### config.mk
export PLATFORM = sky130hd
export DESIGN_NAME = uuencode_line_encoder
export DESIGN_NICKNAME = d
export VERILOG_FILES = /design/src/hw/rtl/uule_pkg.sv /design/src/hw/rtl/uule_line_mem.sv /design/src/hw/rtl/uuencode_line_encoder.sv
export SDC_FILE = /design/constraint.sdc
export NUM_CORES = 1
export LEC_CHECK = 0
export BUFFER_PORTS_ARGS = -buffer_cell sky130_fd_sc_hd__buf_2
export CAP_MARGIN = 20
export CORE_ASPECT_RATIO = 1.75
export CORE_UTILIZATION = 62
export DETAILED_ROUTE_END_ITERATION = 8
export HOLD_SLACK_MARGIN = 0.02
export PLACE_DENSITY = 0.89
export SYNTH_ARGS = -nofsm -noshare
export SYNTH_HDL_FRONTEND = slang
export SYNTH_SLANG_ARGS = --single-unit
### constraint.sdc
create_clock -name clk -period 3.6 [get_ports clk]
set_input_delay 0.54 -clock clk [delete_from_list [all_inputs] [get_ports clk]]
set_output_delay 0.54 -clock clk [all_outputs]
set_load 0.02 [all_outputs]
### src/hw/rtl/uule_pkg.sv
// ----------------------------------------------------------------------------
// uule_pkg
// Shared types, constants and the character mapping for the uuencode line
// encoder.
// ----------------------------------------------------------------------------
package uule_pkg;

    // Default depth of the line buffer in bytes
    localparam int MAX_LINE_BYTES_DEF = 45;

    // Field widths
    localparam int BYTE_W = 8;
    localparam int CHAR_W = 7;
    localparam int LB_W   = 6;
    localparam int SEXT_W = 6;

    // Reset value of the bytes-per-line register
    localparam logic [LB_W-1:0] LINE_BYTES_RESET = 6'd45;

    // Character codes
    localparam logic [CHAR_W-1:0] CHAR_NL       = 7'd10;
    localparam logic [CHAR_W-1:0] CHAR_SPACE    = 7'd32;
    localparam logic [CHAR_W-1:0] CHAR_BACKTICK = 7'd96;

    // Input mode codes
    localparam logic MODE_DATA = 1'b0;
    localparam logic MODE_END  = 1'b1;

    typedef struct packed {
        logic              mode;
        logic [BYTE_W-1:0] data_byte;
    } in_word_t;

    typedef struct packed {
        logic [CHAR_W-1:0] out_char;
        logic              last;
    } out_word_t;

    // Map a six-bit value to its printable character; zero becomes backtick
    function automatic logic [CHAR_W-1:0] enc_char(input logic [SEXT_W-1:0] v);
        logic [CHAR_W-1:0] c;
        c = CHAR_SPACE + {1'b0, v};
        return (v == '0) ? CHAR_BACKTICK : c;
    endfunction

endpackage

### src/hw/rtl/uule_line_mem.sv
// ----------------------------------------------------------------------------
// uule_line_mem
// Line buffer: one write port, one read port with registered read data.
// ----------------------------------------------------------------------------
module uule_line_mem
    import uule_pkg::*;
#(
    parameter int DEPTH  = MAX_LINE_BYTES_DEF,
    parameter int ADDR_W = $clog2(DEPTH)
)
(
    input  logic              clk,
    input  logic              wr_en,
    input  logic [ADDR_W-1:0] wr_addr,
    input  logic [BYTE_W-1:0] wr_data,
    input  logic              rd_en,
    input  logic [ADDR_W-1:0] rd_addr,
    output logic [BYTE_W-1:0] rd_data
);

    logic [BYTE_W-1:0] mem [DEPTH];
    logic [BYTE_W-1:0] rd_data_reg;

    // Store incoming bytes
    always_ff @(posedge clk)
    begin
        if (wr_en)
        begin
            mem[wr_addr] <= wr_data;
        end
    end

    // Register read data
    always_ff @(posedge clk)
    begin
        if (rd_en)
        begin
            rd_data_reg <= mem[rd_addr];
        end
    end

    assign rd_data = rd_data_reg;

endmodule

### src/hw/rtl/uuencode_line_encoder.sv
// ----------------------------------------------------------------------------
// uuencode_line_encoder
// Collects raw bytes into a line and sends each finished line as uuencoded
// ASCII characters, one character per output word.
// ----------------------------------------------------------------------------
// Usage:
//   Input channel (in_valid / in_stall / in_word): a word is a data byte
//   (mode 0) or an end-of-stream mark (mode 1). A data byte that does not
//   complete a line is taken without a stall. A byte that fills the line,
//   or an end mark with bytes held, starts encoding; in_stall stays high
//   until the newline has been loaded into the output register.
//   Output channel (out_valid / out_stall / out_word): length character, four
//   characters per three-byte group, then newline with last set.
//   Sequence: after the closing input word, ST_LEN loads the length
//   character once the output is free. Each group then passes through
//   ST_FETCH (up to three buffer reads, each byte shifted into the shared
//   shifter, zeros past the line end) and ST_EMIT (four 6-bit shifts).
//   A stall on the output holds the output register and stops the sequencer
//   at its next character.
//   cfg_we writes the bytes-per-line register (reset 45); 0 acts as 1 and
//   values above MAX_LINE_BYTES act as MAX_LINE_BYTES.
//   Reset empties the line and the output register; buffer contents are
//   left as they are and never read before being written.
// ----------------------------------------------------------------------------
module uuencode_line_encoder
    import uule_pkg::*;
#(
    parameter int MAX_LINE_BYTES = MAX_LINE_BYTES_DEF
)
(
    input  logic            clk,
    input  logic            rst_n,
    input  logic            in_valid,
    output logic            in_stall,
    input  in_word_t        in_word,
    output logic            out_valid,
    input  logic            out_stall,
    output out_word_t       out_word,
    input  logic            cfg_we,
    input  logic [LB_W-1:0] cfg_data
);

    localparam int CNT_W  = $clog2(MAX_LINE_BYTES + 1);
    localparam int ADDR_W = $clog2(MAX_LINE_BYTES);
    localparam int POS_W  = CNT_W + 2;
    localparam int GRP_W  = 3 * BYTE_W;

    typedef enum logic [2:0] {
        ST_IDLE,
        ST_LEN,
        ST_FETCH,
        ST_EMIT,
        ST_NL
    } state_t;

    state_t            state_reg,     state_next;
    logic [CNT_W-1:0]  fill_reg,      fill_next;
    logic [CNT_W-1:0]  len_reg,       len_next;
    logic [POS_W-1:0]  base_reg,      base_next;
    logic [1:0]        sub_reg,       sub_next;
    logic              pad_reg,       pad_next;
    logic [GRP_W-1:0]  group_reg,     group_next;
    logic              out_valid_reg, out_valid_next;
    out_word_t         out_word_reg,  out_word_next;
    logic [LB_W-1:0]   line_bytes_reg;

    logic              out_free;
    logic [CNT_W-1:0]  limit;
    logic [CNT_W-1:0]  fill_inc;
    logic [POS_W-1:0]  idx;
    logic              idx_in;
    logic              wr_en;
    logic              rd_en;
    logic [BYTE_W-1:0] rd_data;

    // Clamp the line length to 1..MAX_LINE_BYTES
    always_comb
    begin
        if (line_bytes_reg == '0)
        begin
            limit = CNT_W'(1);
        end
        else if (7'(line_bytes_reg) > 7'(MAX_LINE_BYTES))
        begin
            limit = CNT_W'(MAX_LINE_BYTES);
        end
        else
        begin
            limit = CNT_W'(line_bytes_reg);
        end
    end

    assign out_free = !out_valid_reg || !out_stall;
    assign fill_inc = (32'(fill_reg) < MAX_LINE_BYTES) ? fill_reg + 1'b1 : fill_reg;
    assign idx      = base_reg + POS_W'(sub_reg);
    assign idx_in   = idx < POS_W'(len_reg);
    assign wr_en    = (state_reg == ST_IDLE) && in_valid && (in_word.mode == MODE_DATA)
                      && (32'(fill_reg) < MAX_LINE_BYTES);
    assign rd_en    = (state_reg == ST_FETCH) && (sub_reg != 2'd3) && idx_in;

    uule_line_mem #(
        .DEPTH  (MAX_LINE_BYTES),
        .ADDR_W (ADDR_W)
    ) u_mem (
        .clk     (clk),
        .wr_en   (wr_en),
        .wr_addr (ADDR_W'(fill_reg)),
        .wr_data (in_word.data_byte),
        .rd_en   (rd_en),
        .rd_addr (ADDR_W'(idx)),
        .rd_data (rd_data)
    );

    // Sequencer
    always_comb
    begin
        state_next     = state_reg;
        fill_next      = fill_reg;
        len_next       = len_reg;
        base_next      = base_reg;
        sub_next       = sub_reg;
        pad_next       = pad_reg;
        group_next     = group_reg;
        out_valid_next = out_valid_reg;
        out_word_next  = out_word_reg;

        // Drop the output word once taken
        if (out_valid_reg && !out_stall)
        begin
            out_valid_next = 1'b0;
        end

        case (state_reg)
            ST_IDLE:
            begin
                if (in_valid)
                begin
                    if (in_word.mode == MODE_END)
                    begin
                        if (fill_reg != '0)
                        begin
                            len_next   = fill_reg;
                            fill_next  = '0;
                            state_next = ST_LEN;
                        end
                    end
                    else if (fill_inc >= limit)
                    begin
                        len_next   = fill_inc;
                        fill_next  = '0;
                        state_next = ST_LEN;
                    end
                    else
                    begin
                        fill_next = fill_inc;
                    end
                end
            end
            ST_LEN:
            begin
                if (out_free)
                begin
                    out_valid_next         = 1'b1;
                    out_word_next.out_char = enc_char(SEXT_W'(len_reg));
                    out_word_next.last     = 1'b0;
                    base_next              = '0;
                    sub_next               = '0;
                    state_next             = ST_FETCH;
                end
            end
            ST_FETCH:
            begin
                // Issue reads for three bytes, shift each one in from the registered read data
                pad_next = !idx_in;
                if (sub_reg != 2'd0)
                begin
                    group_next = {group_reg[GRP_W-BYTE_W-1:0],
                                  pad_reg ? BYTE_W'(0) : rd_data};
                end
                if (sub_reg == 2'd3)
                begin
                    sub_next   = '0;
                    state_next = ST_EMIT;
                end
                else
                begin
                    sub_next = sub_reg + 1'b1;
                end
            end
            ST_EMIT:
            begin
                if (out_free)
                begin
                    out_valid_next         = 1'b1;
                    out_word_next.out_char = enc_char(group_reg[GRP_W-1 -: SEXT_W]);
                    out_word_next.last     = 1'b0;
                    group_next             = group_reg << SEXT_W;
                    if (sub_reg == 2'd3)
                    begin
                        sub_next  = '0;
                        base_next = base_reg + POS_W'(3);
                        if (base_reg + POS_W'(3) >= POS_W'(len_reg))
                        begin
                            state_next = ST_NL;
                        end
                        else
                        begin
                            state_next = ST_FETCH;
                        end
                    end
                    else
                    begin
                        sub_next = sub_reg + 1'b1;
                    end
                end
            end
            ST_NL:
            begin
                if (out_free)
                begin
                    out_valid_next         = 1'b1;
                    out_word_next.out_char = CHAR_NL;
                    out_word_next.last     = 1'b1;
                    state_next             = ST_IDLE;
                end
            end
            default:
            begin
                state_next = ST_IDLE;
            end
        endcase
    end

    // Hold state and registered outputs
    always_ff @(posedge clk or negedge rst_n)
    begin
        if (!rst_n)
        begin
            state_reg      <= ST_IDLE;
            fill_reg       <= '0;
            out_valid_reg  <= 1'b0;
            line_bytes_reg <= LINE_BYTES_RESET;
        end
        else
        begin
            state_reg     <= state_next;
            fill_reg      <= fill_next;
            out_valid_reg <= out_valid_next;
            if (cfg_we)
            begin
                line_bytes_reg <= cfg_data;
            end
        end
    end

    // Payload registers
    always_ff @(posedge clk)
    begin
        len_reg      <= len_next;
        base_reg     <= base_next;
        sub_reg      <= sub_next;
        pad_reg      <= pad_next;
        group_reg    <= group_next;
        out_word_reg <= out_word_next;
    end

    assign in_stall  = (state_reg != ST_IDLE);
    assign out_valid = out_valid_reg;
    assign out_word  = out_word_reg;

endmodule

==> run metrics <==
run status finished, final reports clean; Post-Synth XOR/XNOR Area 0.9781%; die area 29,600 µm²; TritonCTS clock tree done; via count 9,403; Mapped Area 17,910 µm²; pin count of the biggest net entering global routing 63; Sw Pwr 5296 µW; postcts setup bufs 0; Syn Nets 1,038; ANT nets after route 0; global-route wire length before repair 58.53 mm; Antenna diodes 0; worst skew pair latency 0.53 ns; Max Slew Vio Count 0; Die Wd 130.5 µm; worst-path cell chain ha_4 -> fa_4 -> buf_12 -> mux4_2 -> mux2i_1 -> a221oi_1 -> mux2_2; nets 1,097; vias in the first global route 9,869; adder-cell share of the synthesized area 1.858%; FP Rows 82; Yosys cell types 47; syn_area_per_cell 18.05 µm²; Util after Layout 69.68%; synth top area cells edfxtp_1 70%, mux4_2 12%, nand2_1 1.8%; CTS root buffer clkbuf_16; Final period util 96.31%; number of I/O pins 30; Worst Setup End Kind flop; post-synthesis sequential area ratio 72.19%; CTS clk-pin slew, worst paths 0.07 ns; Core Area 28,520 µm²; critical path type flop to flop; Critical Path AT 3.74 ns; cell with the most instances after synthesis edfxtp_1; Flop pwr share 38.4%; post-cts sizing count 0; FILL cells 1,681; clock period minus worst slack 3.467 ns; Max Cap Viol 0; Synth Register Bits 433; post-route setup TNS 0 ns; initial antenna violation count 0; drt via density 6.463; Total Wirelength 38.46 mm; GRT overflow 0; clock network fraction of design power 24.4%; Synth Area in Simple Gates 5.331%; post-synthesis mux area share 14.68%; Crit-path slowest cell fa_4; PwrDens 831.4 nW/µm²; max_slew headroom 30.27%; Post-synth EDFFs 417; Cells after Synth 992; Syn-to-layout area delta 10.98%; largest family of logic cells by synthesized area multiplexers; flop2flop setup slack 0.13 ns; Logic pwr share 37.2%; Initial Util 62.79%; top post-synthesis cells by count 417 x edfxtp_1, 96 x mux4_2, 87 x nand2_1; Die H 226.8 µm; leading area contributor after synthesis edfxtp_1; clk buf depth 3; P_int 11,230 µW; Placer Congestion 0.8525; leakage 0.006732 µW; top cell type's share of synthesized area 69.92%; PortBufs 29; startpoint types flop; max incr delay on CP 0.80 ns; final total power 16,520 µW; Final Skew 0.01301 ns; fraction of layout cells with a size suffix above 1 21.63%; yosys warns 0; all-layer global routing usage 27.72%; DRC 0; cts hold-fix bufs 1; H-tree levels 2; endpoints failing hold 0; crit-path leading delay family multiplexers; CTS sink count 433; worst-case vdd ir drop 0.7365 mV; sw frac 32.05%; FMAX 288.4 MHz; Critical Path RT 3.87 ns; crit path buf inv count 1; Synth Flop Type edfxtp_1; CTS Buf Count 37; Initial DRC Count 1,020; slew at the pin closest to its max-slew limit 1.035 ns; max FFs per register 360; router iterations before antenna repair 8; Worst Path Max Fanout 62; DP HPWL 24.52 mm; complex-gate fraction of the synthesized area 3.081%; RSZ-0062 raised after global routing no; wire per inst 26.43 µm; Synth async-reset ratio 3.695%; Setup Viol. Count Final 0; Hold/Removal Path Class input pin to flop
power groups by stage:
stage,registers [µW],logic (µW),clock network (µW)
final,6340,6140,4040
after global routing,6400,6510,4230
after CTS,6340,6170,4060
after detailed placement,6440,6040,0
after global placement,6410,5850,0
after floorplan,6360,4300,0
worst paths after layout:
| check | startpoint | to | depth (start not counted) |
|---|---|---|---|
| hold / removal | cfg_data[5] | line_bytes_reg[5]$_DFFE_PN1P_ | 3 |
| setup / recovery | base_reg[0]$_SDFFCE_PN0P_ | u_mem.rd_data[3]$_DFFE_PP_ | 7 |
| setup reg to reg | base_reg[0]$_SDFFCE_PN0P_ | u_mem.rd_data[3]$_DFFE_PP_ | 7 |
| min in group asynchronous | rst_n | line_bytes_reg[1]$_DFFE_PN0P_ | 2 |
| hold reg to reg | u_mem.rd_data[0]$_DFFE_PP_ | group_reg[0]$_SDFFCE_PP0P_ | 1 |
| max in group asynchronous | rst_n | line_bytes_reg[3]$_DFFE_PN1P_ | 2 |
cell usage in the layout, fill, tap and decap left out, types with 13 or more instances in the layout:
cell / n
xnor2_1: 16
nand3_1: 13
mux2_2: 13
nand2_1: 87
clkbuf_16: 39
edfxtp_1: 417
ha_1: 24
mux2i_1: 32
a21oi_1: 17
inv_1: 23
nor2_1: 75
buf_2: 29
buf_4: 31
mux4_2: 96
worst reg2reg max path, cell delays in order (launching register included):
cell      delay, ns
edfxtp_1       0.50
ha_4           0.22
fa_4           0.80
buf_12         0.32
mux4_2         0.44
mux2i_1        0.40
a221oi_1       0.18
mux2_2         0.33
area by class of cell:
| type | instances | area [µm²] | area share (%) |
|---|---|---|---|
| timing repair buffer | 66 | 488.0 | 2.455 |
| clock inverter | 14 | 196.4 | 0.9884 |
| sequential | 433 | 12930 | 65.05 |
| inverter | 25 | 93.84 | 0.4722 |
| tap | 378 | 473.0 | 2.380 |
| clock buffer | 51 | 1021 | 5.137 |
| multi-input combinational | 488 | 4674 | 23.52 |
routing by layer:
| layer | vias to the layer above | global-route usage [%] | routed length (µm) |
|---|---|---|---|
| met1 | 4768 | 32.13 | 13120 |
| met3 | 130 | 3.421 | 2291 |
| met2 | 482 | 49.50 | 20830 |
| met4 | 0 | 15.09 | 2215 |
| li1 | 4023 | - | - |
| met5 | - | 0 | 0 |
kinds of logic after synthesis:
family / Yosys count
DFF: 433
AOI/OAI and AO/OA: 80
and+or+nand+nor: 221
buffers and inverters: 71
adders and majority gates: 26
xor gates and xnor gates: 20
muxes: 141
metrics by stage:
stage	hold slack (ns)	setup WS [ns]	instances	cell area, µm²
after CTS	0.2376	0.1729	1455	19870
final	0.2474	0.1329	1455	19870
after global routing	0.2565	0.03668	1455	19870
after detailed placement	0.4757	0.1798	1389	18650
after floorplan	0.2444	0.5018	992	17910
after global placement	0.4684	0.2591	1389	18650
(Power assumes the default switching activity.)
